==> config.mk <==
export PLATFORM = sky130hd
export DESIGN_NAME = stt_cell
export DESIGN_NICKNAME = d
export VERILOG_FILES = /design/src/stt_pkg.sv /design/src/stt_cell.sv
export SDC_FILE = /design/constraint.sdc
export NUM_CORES = 1
export LEC_CHECK = 0
export ABC_AREA = 1
export CORE_AREA = 2 2 177 179
export CTS_BUF_LIST = sky130_fd_sc_hd__clkbuf_8
export DETAILED_ROUTE_END_ITERATION = 10
export DIE_AREA = 0 0 179 181
export DONT_BUFFER_PORTS = 1
export PLACE_DENSITY = 0.45
export REMOVE_ABC_BUFFERS = 1
export SLEW_MARGIN = 20
export SYNTH_ARGS = -nofsm -noshare
export SYNTH_HDL_FRONTEND = slang
export SYNTH_SLANG_ARGS = --single-unit
==> constraint.sdc <==
create_clock -name clk_i -period 3.19 [get_ports clk_i]
set_input_delay 0.1595 -clock clk_i [delete_from_list [all_inputs] [get_ports clk_i]]
set_output_delay 0.1595 -clock clk_i [all_outputs]
set_load 0.02 [all_outputs]
==> src/stt_pkg.sv <==
// Shared types and constants for the sorted trigger time table.
package stt_pkg;

  localparam int unsigned TABLE_DEPTH = 64;
  localparam int unsigned TIME_W      = 64;
  localparam int unsigned CNT_W       = $clog2(TABLE_DEPTH + 1);
  localparam int unsigned ENTRY_W     = 7;
  localparam int unsigned STATUS_W    = 2;

  localparam logic [TIME_W-1:0] SIGN_BIT = {1'b1, {(TIME_W-1){1'b0}}};

  localparam logic OP_INSERT = 1'b0;
  localparam logic OP_QUERY  = 1'b1;

  localparam logic [STATUS_W-1:0] STAT_OK   = 2'd0;
  localparam logic [STATUS_W-1:0] STAT_DUP  = 2'd1;
  localparam logic [STATUS_W-1:0] STAT_NEG  = 2'd2;
  localparam logic [STATUS_W-1:0] STAT_FULL = 2'd3;

  typedef enum logic [1:0] {
    S_IDLE,
    S_CMP,
    S_WB
  } state_e;

  // Word under work: raw new time plus operands as unsigned order keys.
  typedef struct packed {
    logic [TIME_W-1:0] new_time;
    logic [TIME_W-1:0] key_new;
    logic [TIME_W-1:0] key_now;
    logic [TIME_W-1:0] key_last;
  } item_t;

  typedef struct packed {
    logic cmp_en;
    logic ins_en;
  } cell_ctrl_t;

endpackage

==> src/stt_cell.sv <==
// One slot of the sorted table: stored time, compare flags and shift path.
module stt_cell (
  input  logic                          clk_i,
  input  logic                          rst_ni,
  input  stt_pkg::cell_ctrl_t           ctrl_i,
  input  stt_pkg::item_t                item_i,
  input  logic                          valid_i,
  input  logic                          prev_lt_i,
  input  logic                          prev_q_i,
  input  logic [stt_pkg::TIME_W-1:0]    prev_val_i,
  output logic [stt_pkg::TIME_W-1:0]    val_o,
  output logic                          lt_o,
  output logic                          q_o,
  output logic                          eq_o,
  output logic                          first_o,
  output logic [stt_pkg::TIME_W-1:0]    sel_val_o
);

  logic [stt_pkg::TIME_W-1:0] val_q, val_d;
  logic [stt_pkg::TIME_W-1:0] key;
  logic lt_q, lt_d, eq_q, eq_d, q_q, q_d;

  assign key = val_q ^ stt_pkg::SIGN_BIT;

  always_comb begin
    lt_d = lt_q;
    eq_d = eq_q;
    q_d  = q_q;
    if (ctrl_i.cmp_en) begin
      lt_d = valid_i && (key < item_i.key_new);
      eq_d = valid_i && (val_q == item_i.new_time);
      q_d  = valid_i && (key >= item_i.key_now) && (key > item_i.key_last);
    end
  end

  // A slot at or above the insert point takes the new time if its lower
  // neighbor's time is below the new one, else takes the lower neighbor's time.
  always_comb begin
    val_d = val_q;
    if (ctrl_i.ins_en && !lt_q) begin
      val_d = prev_lt_i ? item_i.new_time : prev_val_i;
    end
  end

  always_ff @(posedge clk_i or negedge rst_ni) begin
    if (!rst_ni) begin
      lt_q <= 1'b0;
      eq_q <= 1'b0;
      q_q  <= 1'b0;
    end else begin
      lt_q <= lt_d;
      eq_q <= eq_d;
      q_q  <= q_d;
    end
  end

  always_ff @(posedge clk_i) begin
    val_q <= val_d;
  end

  assign val_o     = val_q;
  assign lt_o      = lt_q;
  assign q_o       = q_q;
  assign eq_o      = eq_q;
  assign first_o   = q_q && !prev_q_i;
  assign sel_val_o = first_o ? val_q : '0;

endmodule

# ---- Yosys cells after proc, flatten, opt, wreduce, memory -nomap -nowiden
# Cells that the tools add are included.
dict set report op_classes {
  order_cmp 3
  eq_ne 1
  mux 2
  bitwise 1
  n_reduce_logical 8
}
# op n
set op_table {}
lappend op_table {{64-bit two-way mux} 2}
lappend op_table {{64-bit equality test} 1}
lappend op_table {{64-bit greater-or-equal comparator} 1}
lappend op_table {{64-bit greater-than comparator} 1}
lappend op_table {{64-bit < comparator} 1}
lappend op_table {{1-bit logical AND} 6}
lappend op_table {{1-bit zero test} 2}
lappend op_table {{1-bit inverter} 1}
dict set report word_totals {
  register_bits 67
  in_bits 327
  output_inout_bits 132
  word_cells 19
}

# ---- Depth between registers and ports, before layout
# Gate-level depths: netlist (run 1).
dict set report depth {
  word_depth 4
  depth_mapped 16
  ltp_nobuf 16
}

# ---- Worst setup path after synthesis (run 1)
# OpenSTA, ideal clock, no wires.
dict set report synth_timing {
  path_type {register to register}
  startpoint {reg lt_q (netlist: lt_o)}
  endpoint {reg val_q, in the netlist val_o[0], enable pin}
  setup_time_ps 488
  t_arrival_ps 3177
  required_time_ps 2702
  path_slack_ps -474
  stages_incl_launch_ff 2
  synth_period_minus_slack_ps 3664
  cell_sequence {dfrtp_1 -> nor2_1}
}
dict set report synth_via {
  elab_chain_len 2
}
# item line
set synth_lines {}
lappend synth_lines {{start, declared} stt_cell.sv:21} ;# logic lt_q, lt_d, eq_q, eq_d, q_q, q_d;
lappend synth_lines {{start signal, assigned} stt_cell.sv:51} ;# lt_q <= lt_d;
lappend synth_lines {{1-bit zero test} stt_cell.sv:40} ;# if (ctrl_i.ins_en && !lt_q) begin
lappend synth_lines {{1-bit logical AND} stt_cell.sv:40}
lappend synth_lines {{end signal, assigned} stt_cell.sv:58} ;# val_q <= val_d;
lappend synth_lines {{end, declared} stt_cell.sv:19} ;# logic [stt_pkg::TIME_W-1:0] val_q, val_d;
# Every way passes these cells.
# A chain may end at the register's enable or synchronous reset.

# ---- Worst setup path after layout (run 1)
dict set report layout_timing {
  startpoint {reg val_q, in the netlist val_o[43]}
  endpoint {reg lt_q (netlist: lt_o)}
}
dict set report layout_via {
  elab_chain_len 2
}
# item line
set layout_lines {}
lappend layout_lines {{64-bit < comparator} stt_cell.sv:30} ;# lt_d = valid_i && (key < item_i.key_new);
lappend layout_lines {{1-bit logical AND} stt_cell.sv:30}
# Every way passes these cells.

==> results of run 1 <==
metrics by stage:
stage                     setup TNS [ns]  utilization [%]  power, mW  cell area, µm²
after floorplan                   -30.36                -       2.03            8940
after global placement                 0             31.7       2.43            9630
after detailed placement               0             31.7       2.44            9630
after CTS                              0             35.4       3.42           10700
after global routing                   0             35.4       3.61           10700
final                                  0             35.4       3.37           10700
routing by layer:
| layer | up-vias | track usage (%) | routed length [µm] |
|---|---|---|---|
| met5 | - | 0 | 0 |
| li1 | 4310 | - | - |
| met3 | 33 | 5.47 | 2640 |
| met2 | 331 | 43.0 | 20100 |
| met4 | 0 | 6.44 | 755 |
| met1 | 3977 | 29.7 | 17000 |
critical path, delay by kind of cell, from the launching register on:
family,cells,cell delay [ns]
AND/OR/NAND/NOR,8,1.03
flip-flops,1,0.65
buffers and inverters,2,0.63
adder cells (fa/ha/maj),1,0.41
cell families after synthesis:
logic type / Yosys count
and+or+nand+nor: 404
buffers and inverters: 342
AOI/OAI and AO/OA: 202
adders and majority gates: 191
DFF: 67
muxes: 32
xor gates and xnor gates: 24
cell type report:
cell class	instances	area share, %
Clock buffer	10	1.28
Multi-Input combinational cell	853	53.4
Sequential cell	67	18.6
Clock inverter	6	0.605
Timing Repair Buffer	112	10.2
Antenna cell	1	0.0233
Tap cell	396	4.61
Inverter	325	11.3
report_power, final:
part	switching [mW]	total (mW)	internal, mW
logic	0.717	1.23	0.508
clock network	0.451	0.834	0.384
registers	0.245	1.31	1.06
total	1.41	3.37	1.95
flip-flops by register name, indices dropped and copies added, names as in the netlist:
name	cells
eq_o	1
lt_o	1
q_o	1
val_o	64
synth_stat cells (6+ instances only):
library cell and count:
a21oi_1 123, buf_2 6, clkbuf_1 8, edfxtp_1 64, ha_1 191, inv_1 323
mux2_2 32, nand2_1 176, nand3_1 21, nand4_1 19, nor2_1 163, nor3_1 8
nor4_1 8, o21a_1 6, o21ai_0 30, o22ai_1 28, xnor2_1 14, xor2_1 10
worst max-delay path by stage:
stage | from | endpoint | slack [ns] | cells past startpoint
floorplan | lt_o | val_o[0] | -0.47 | 1
global placement | val_o[45] | q_o | 0.83 | 9
detailed placement | val_o[55] | q_o | 0.83 | 10
CTS | val_o[43] | lt_o | 0.36 | 11
global route | val_o[43] | lt_o | 0.19 | 11
finish | val_o[43] | lt_o | 0.36 | 11
==> flow_metrics.tcl, run 1 <==
set metrics [dict create \
    status "finished clean" \
    start_util_pct 29.7 \
    crit_path_max_incr_delay_ns 0.65 \
    die_y_um 181 \
    hold_class "in -> async" \
    portBuffers 0 \
    drc 0 \
    ff2ff_path_depth 11 \
    fp-row-count 64 \
    holdWs_ns 0.0132 \
    reg2reg_from "val_o[43]" \
    cp.required_ns 3.47 \
    die_x_um 179 \
    cts_max_level 3 \
    min_period_over_period_pct 88.8 \
    io_pins 459 \
    synth_cells 1262 \
    fin_skew_ns 0.0233 \
    drt_wl_total_um 40500 \
    grt_max_degree 65 \
    synth_top_family_by_area "adder cells" \
    synth_warnings 0 \
    drive_gt1_share_pct 5.83 \
    ys_ff_latch 67 \
    hold_viol 0 \
    syn2layout_area_growth_pct 19.2 \
    ant_nets 0 \
    crit_top_cell "nand2_1" \
    synth_area_leaders "ha_1 (27%), edfxtp_1 (21%), inv_1 (13%)" \
    fin_nets 1886 \
    firstDrtPassIters 4 \
    syn-cell-area_um2 9020 \
    hpwl_um 33600 \
    dieArea_um2 32400 \
    finalWorstSetupSlack_ns 0.356 \
    crit_fanout 6 \
    place_inst 1663 \
    synth_flop_cell "edfxtp_1" \
    grt_pass1_vias 8643 \
    n_fill_cell 3309 \
    worst_setup_path_start_kind "register" \
    crit_chain "ha_1 -> nand2_1 -> inv_1 -> nand3_1 -> nor2_1 -> nand3_1 -> nor3_1 -> nand2_1 -> nand4_1 -> dlygate4sd3_1 -> nand2_1" \
    cts.clk_slew.worst_paths_ns 0.11 \
    min_period_ns 2.83 \
    wl_per_cell_um 22.9 \
    multi_input_area_um2 5740 \
    setup_viol 0 \
    end_kind "register" \
    ctsRootBufferMaster "clkbuf_8" \
    cts-resized-gates 0 \
    synth.top_cell.area_share_pct 26.5 \
    synthSimpleGateAreaFrac_pct 18.5 \
    cts_buffers 9 \
    num_vias 8651 \
    reg2reg_to "lt_o" \
    r2r_setup_slack_ns 0.36 \
    ys_types 34 \
    ys_seq_area_share_pct 22.1 \
    antenna_found_initial 1 \
    place_congestion 0.884 \
    fmax_mhz 353 \
    vias_per_cell 4.89 \
    syn_avg_cell_area_um2 7.14 \
    p_per_area_nw_per_um2 313 \
    synth.area.mux_share_pct 4.00 \
    regArea_um2 2000 \
    cts_tree "built" \
    synth_compound_area_share_pct 12.2 \
    insertion_delay_ns 0.40 \
    rsz0062_at_grt "no" \
    worstSetupPathType "reg -> reg" \
    postCtsSetupBuffers 0 \
    ir_drop_uv 186 \
    slew_headroom_pct 49.8 \
    final_common_cell "inv_1" \
    final_max_slew_viol_count 0 \
    yosys.area_share.xor_xnor_pct 2.33 \
    clockBufferDepth 2 \
    synth_edf_count 64 \
    pre_cts_ws_ns 0.825 \
    cts.sinks 67 \
    drtIter0Drc 437 \
    grt_pass1_wl_um 56600 \
    cp_slowest_cell "edfxtp_1" \
    synth_top_area_cell "ha_1" \
    overflow 0 \
    layoutNonFillerInstCount 1770 \
    leakage_nw 5.75 \
    synth_fa_ha_area_share_pct 26.5 \
    cp.arrival_ns 3.11 \
    core_area_um2 30300 \
    async_reset_ff_share_pct 4.48 \
    tightest_slew_ns 0.753 \
    max-cap-violations 0 \
    hold_buffers 90 \
    layout_common_cells "inv_1 (323), ha_1 (191), nand2_1 (176), nor2_1 (162), a21oi_1 (123)" \
    grtUsageTotal_pct 24.4 \
]
Power figures use the tool's default switching activity.
==> inputs of run 2 (changes only) <==
--- a/config.mk
+++ b/config.mk
@@ -11,7 +11,7 @@
 export DETAILED_ROUTE_END_ITERATION = 10
 export DIE_AREA = 0 0 179 181
 export DONT_BUFFER_PORTS = 1
-export PLACE_DENSITY = 0.45
+export PLACE_DENSITY_LB_ADDON = 0.1
 export REMOVE_ABC_BUFFERS = 1
 export SLEW_MARGIN = 20
 export SYNTH_ARGS = -nofsm -noshare
==> run 2 against run 1 <==
Critical path depth unchanged. Clock skew up 0.00072 ns. Die area unchanged. Register-to-register slack about the same. Sequential share of layout area up 0.20 points. Sequential power about the same. Via count down 2.0%. Largest power group unchanged. Highest routed layer unchanged.
==> flow_metrics.tcl, run 2 (synthesized netlist as in run 1, its figures left out) <==
set metrics [dict create \
    r2r_setup_slack_ns 0.34 \
    ant_nets 0 \
    cp_slowest_cell "edfxtp_1" \
    rsz0062_at_grt "no" \
    cp.required_ns 3.51 \
    hold_end "val_o[48]" \
    clockBufferDepth 2 \
    fp-row-count 64 \
    cp.arrival_ns 3.17 \
    cts_max_level 3 \
    cts-resized-gates 0 \
    firstDrtPassIters 4 \
    place_congestion 0.869 \
    max-cap-violations 0 \
    tightest_slew_ns 0.862 \
    grtUsageTotal_pct 24.4 \
    insertion_delay_ns 0.39 \
    drc 0 \
    crit_chain "ha_1 -> a21oi_1 -> nor2_1 -> nor3_1 -> a21oi_1 -> nor2_1 -> nand2_1 -> nand2_1 -> nand4_1 -> dlygate4sd3_1 -> nand2_1" \
    slew_headroom_pct 42.6 \
    num_vias 8477 \
    pre_cts_ws_ns 0.684 \
    syn2layout_area_growth_pct 18.0 \
    worstSetupPathType "reg -> reg" \
    fmax_mhz 351 \
    layout_common_cells "inv_1 (323), ha_1 (191), nand2_1 (176), nor2_1 (162), a21oi_1 (123)" \
    setup_viol 0 \
    status "finished clean" \
    power.total_mw 3.39 \
    final_max_slew_viol_count 0 \
    dieArea_um2 32400 \
    hpwl_um 33300 \
    crit_fanout 6 \
    fin_nets 1873 \
    crit_path_max_incr_delay_ns 0.61 \
    antenna_cells 0 \
    leakage_nw 5.68 \
    reg2reg_from "val_o[21]" \
    io_pins 459 \
    finalWorstSetupSlack_ns 0.341 \
    portBuffers 0 \
    grt_max_degree 65 \
    ff2ff_path_depth 11 \
    cts.clk_slew.worst_paths_ns 0.10 \
    ctsRootBufferMaster "clkbuf_8" \
    drt_wl_total_um 40600 \
    drtIter0Drc 342 \
    largest_register_ffs 64 \
    cp_num_buf_inv 1 \
    start_util_pct 29.7 \
    end_kind "register" \
    antenna_found_initial 0 \
    vias_per_cell 4.83 \
    wl_per_cell_um 23.1 \
    die_y_um 181 \
    cts_buffers 9 \
    p_per_area_nw_per_um2 319 \
    hold_viol 0 \
    overflow 0 \
    worst_setup_path_start_kind "register" \
    reg2reg_to "lt_o" \
    min_period_over_period_pct 89.3 \
    final_common_cell "inv_1" \
    fin_skew_ns 0.0240 \
    core_area_um2 30300 \
    ir_drop_uv 226 \
    cts.sinks 67 \
    hold_class "in -> reg" \
    grt_pass1_vias 8745 \
    holdCritStartpoint "prev_val_i[48]" \
    crit_top_cell "nand2_1" \
    grt_pass1_wl_um 57000 \
    hold_depth 2 \
    cp_top_family "simple AND/OR/NAND/NOR gates" \
    min_period_ns 2.85 \
    die_x_um 179 \
    cts_tree "built" \
    drive_gt1_share_pct 5.07 \
]
[run 2: final cells by class]
cell class              count  area [µm²]
fillers                  3352       19700
multi-input cells         853        5740
flip-flops and latches     67        2000
inverters                 325        1220
repair buffers             99         971
well taps                 396         495
clock buffers               9         124
clock inverters             7        92.6
[run 2: where the power goes]
part,switching [mW],internal (mW),leakage (nW)
logic,0.705,0.496,4.92
clock network,0.449,0.439,0.103
registers,0.241,1.06,0.649
total,1.39,2.00,5.68
[run 2: timing repair]
action | CTS | global route
hold buffers | 87 | 0
buffers inserted | 0 | 0
endpoints found under the hold margin | 58 | 0
[run 2: routing by layer]
metal	part of all wire, %	up-vias	global-route usage [%]
met5	0	-	0
met4	1.8	0	5.14
met3	6.5	29	5.91
met2	49	318	43.3
met1	43	3850	29.6
li1	-	4280	-
[run 2: metrics by stage]
stage / std cells / utilization (%) / setup TNS [ns] / hold WS [ns] / area (µm²)
5_1_grt: 1756 / 35.0 / 0 / 0.00258 / 10600
3_5_place_dp: 1653 / 31.4 / 0 / -0.136 / 9540
3_3_place_gp: 1653 / 31.4 / 0 / -0.136 / 9540
4_1_cts: 1756 / 35.0 / 0 / 0.00162 / 10600
2_1_floorplan: 1245 / - / -30.36 / -0.136 / 8940
6_report: 1756 / 35.0 / 0 / 0.0273 / 10600
[run 2: worst max-delay path by stage]
stage                   start  endpoint  slack (ns)  depth (start not counted)
finish              val_o[21]      lt_o        0.34                         11
global route        val_o[21]      lt_o        0.17                         11
CTS                 val_o[21]      lt_o        0.31                         11
detailed placement  val_o[31]       q_o        0.68                         10
global placement    val_o[31]       q_o        0.67                         10
floorplan                lt_o  val_o[0]       -0.47                          1
[run 2: worst register-to-register path: stages, from the launching register on]
cell and delay [ns]:
edfxtp_1 0.61, ha_1 0.40, a21oi_1 0.15, nor2_1 0.05, nor3_1 0.29, a21oi_1 0.12, nor2_1 0.31, nand2_1 0.10
nand2_1 0.07, nand4_1 0.07, dlygate4sd3_1 0.56, nand2_1 0.06
==> inputs of run 3 (changes only) <==
--- a/config.mk
+++ b/config.mk
@@ -13,7 +13,6 @@
 export DONT_BUFFER_PORTS = 1
 export PLACE_DENSITY_LB_ADDON = 0.1
 export REMOVE_ABC_BUFFERS = 1
-export SLEW_MARGIN = 20
 export SYNTH_ARGS = -nofsm -noshare
 export SYNTH_HDL_FRONTEND = slang
 export SYNTH_SLANG_ARGS = --single-unit
==> constraint.sdc (replaced) <==
create_clock -name clk_i -period 3.19 [get_ports clk_i]
set_input_delay 0.1595 -clock clk_i [delete_from_list [all_inputs] [get_ports clk_i]]
set_output_delay 0.1595 -clock clk_i [all_outputs]
set_load 0.05 [all_outputs]
==> run 3 against run 2 <==
Final cell count is 5.0% higher. Die area stayed put. Sequential power hardly changed. Non-clock buffer count is 87 higher. Clock-buffer cell count stayed put. Register-to-register slack worse by 0.08 ns. Sequential share of layout area is 1.0 points lower. Routed wire length is 0.62% higher. Global-route usage is 0.23 points higher. Fmax is 2.7% lower.
==> flow_metrics.tcl, run 3 (synthesized netlist as in run 1, its figures left out) <==
set metrics [dict create \
    min_period_ns 2.93 \
    postCtsSetupBuffers 0 \
    drive_gt1_share_pct 10.7 \
    grtUsageTotal_pct 24.7 \
    seq_power_share_pct 38.0 \
    fin_skew_ns 0.0185 \
    internal_power_mw 1.89 \
    drt_wl_total_um 40900 \
    num_vias 8892 \
    fmax_mhz 342 \
    switching_share_pct 45.9 \
    hold_viol 0 \
    p_switching_mw 1.60 \
    cts_tree "built" \
    p_clk_share_pct 20.7 \
    status "finished clean" \
    endpoint "lt_o" \
    vias_per_cell 4.82 \
    power.total_mw 3.50 \
    worst_setup_path_start_kind "register" \
    dpl_cell_area_um2 10200 \
    slew_headroom_pct 42.7 \
    final_common_cell "inv_1" \
    die_y_um 181 \
    cts.sinks 67 \
    final_max_slew_viol_count 0 \
    ant_nets 0 \
    grt_pass1_vias 9182 \
    die_x_um 179 \
    reg2reg_to "lt_o" \
    tightest_slew_ns 0.859 \
    cts_buffers 9 \
    start_util_pct 29.7 \
    pwr-share-comb_pct 41.4 \
    hpwl_um 33800 \
    core_area_um2 30300 \
    worstSetupPathType "reg -> reg" \
    fin_area_um2 11200 \
    fp-row-count 64 \
    io_pins 459 \
    largest_register_ffs 64 \
    drtIter0Drc 379 \
    leakage_nw 6.11 \
    antenna_found_initial 1 \
    end_kind "register" \
    min_period_over_period_pct 91.8 \
    cts.clk_slew.worst_paths_ns 0.10 \
    clockBufferDepth 2 \
    crit_fanout 6 \
    startpoint "val_o[5]" \
    rsz0062_at_grt "no" \
    firstDrtPassIters 5 \
    drc 0 \
    dieArea_um2 32400 \
    portBuffers 0 \
    max-cap-violations 0 \
    syn2layout_area_growth_pct 24.7 \
    wl_per_cell_um 22.2 \
    setup_viol 0 \
    cp.arrival_ns 3.24 \
    fin_util_pct 37.1 \
    layout_common_cells "inv_1 (323), ha_1 (191), nand2_1 (176), nor2_1 (162), a21oi_1 (123)" \
    grt_pass1_wl_um 57800 \
    insertion_delay_ns 0.38 \
    grt_max_degree 65 \
    ir_drop_uv 168 \
    cp.required_ns 3.51 \
    cts_max_level 3 \
    ctsRootBufferMaster "clkbuf_8" \
    overflow 0 \
    p_per_area_nw_per_um2 311 \
    reg2reg_from "val_o[5]" \
    fin_nets 1960 \
    r2r_setup_slack_ns 0.26 \
    hold_class "in -> reg" \
    place_congestion 0.916 \
    ff2ff_path_depth 13 \
]
run 3: changes by cell type in the layout (fill, tap and decap cells not counted), sizes merged:
cell / previous run / this run
buf: 13 / 99
bufinv: 2 / 0
clkinv: 3 / 4
clkinvlp: 2 / 3
diode: 0 / 1
dlygate4sd3: 86 / 87
run 3: critical path: stages (launching register included):
cell,delay (ns)
edfxtp_1,0.81
ha_1,0.37
a21oi_1,0.13
nor2_1,0.05
nor3_1,0.14
nand2_1,0.18
nand2_1,0.10
nand2_1,0.11
nand2_1,0.09
nand2_1,0.11
nand2_1,0.08
nand4_1,0.07
dlygate4sd3_1,0.56
nand2_1,0.06
run 3: cell type report:
cell class / count / area (µm²)
Antenna cell: 1 / 2.50
Clock buffer: 9 / 124
Clock inverter: 7 / 45.0
Fill cell: 3327 / 19100
Inverter: 325 / 1220
Multi-Input combinational cell: 853 / 5740
Sequential cell: 67 / 2000
Tap cell: 396 / 495
Timing Repair Buffer: 186 / 1630
run 3: stage by stage:
step | hold slack (ns) | setup TNS, ns | cells | worst slack, ns
after floorplan | -0.136 | -40.00 | 1245 | -0.625
after global placement | -0.136 | 0 | 1739 | 0.470
after detailed placement | -0.136 | 0 | 1739 | 0.532
after CTS | 0.00254 | 0 | 1843 | 0.248
after global routing | 0.00241 | 0 | 1844 | 0.137
final | 0.0275 | 0 | 1844 | 0.262
run 3: power groups by stage:
stage	registers, mW	logic [mW]	clock network [mW]
final	1.33	1.45	0.723
after global routing	1.34	1.63	0.796
after CTS	1.33	1.46	0.760
after detailed placement	1.35	1.34	0
after global placement	1.35	1.33	0
after floorplan	1.41	0.819	0
run 3: worst min path at each step:
stage	from	endpoint	slack, ns	cells after the start
final	prev_val_i[44]	val_o[44]	0.03	2
after global routing	prev_lt_i	val_o[43]	0.002	1
after CTS	prev_val_i[44]	val_o[44]	0.003	2
after detailed placement	rst_ni	eq_o	-0.14	0
after global placement	rst_ni	eq_o	-0.14	0
after floorplan	rst_ni	eq_o	-0.14	0
run 3: layer usage:
metal  share of wire [%]  global-route usage (%)  wire length (µm)
met1                  41                    29.2             16700
met2                  49                    44.3             20200
met3                 7.0                    5.05              2880
met4                 2.6                    7.19              1070
met5                   0                       0                 0
run 3: what timing repair did:
item | in CTS | in global routing
hold buffers | 88 | 0
hold endpoints to repair | 62 | 0
gates resized for setup | 0 | 0
setup endpoints to repair | 0 | 0
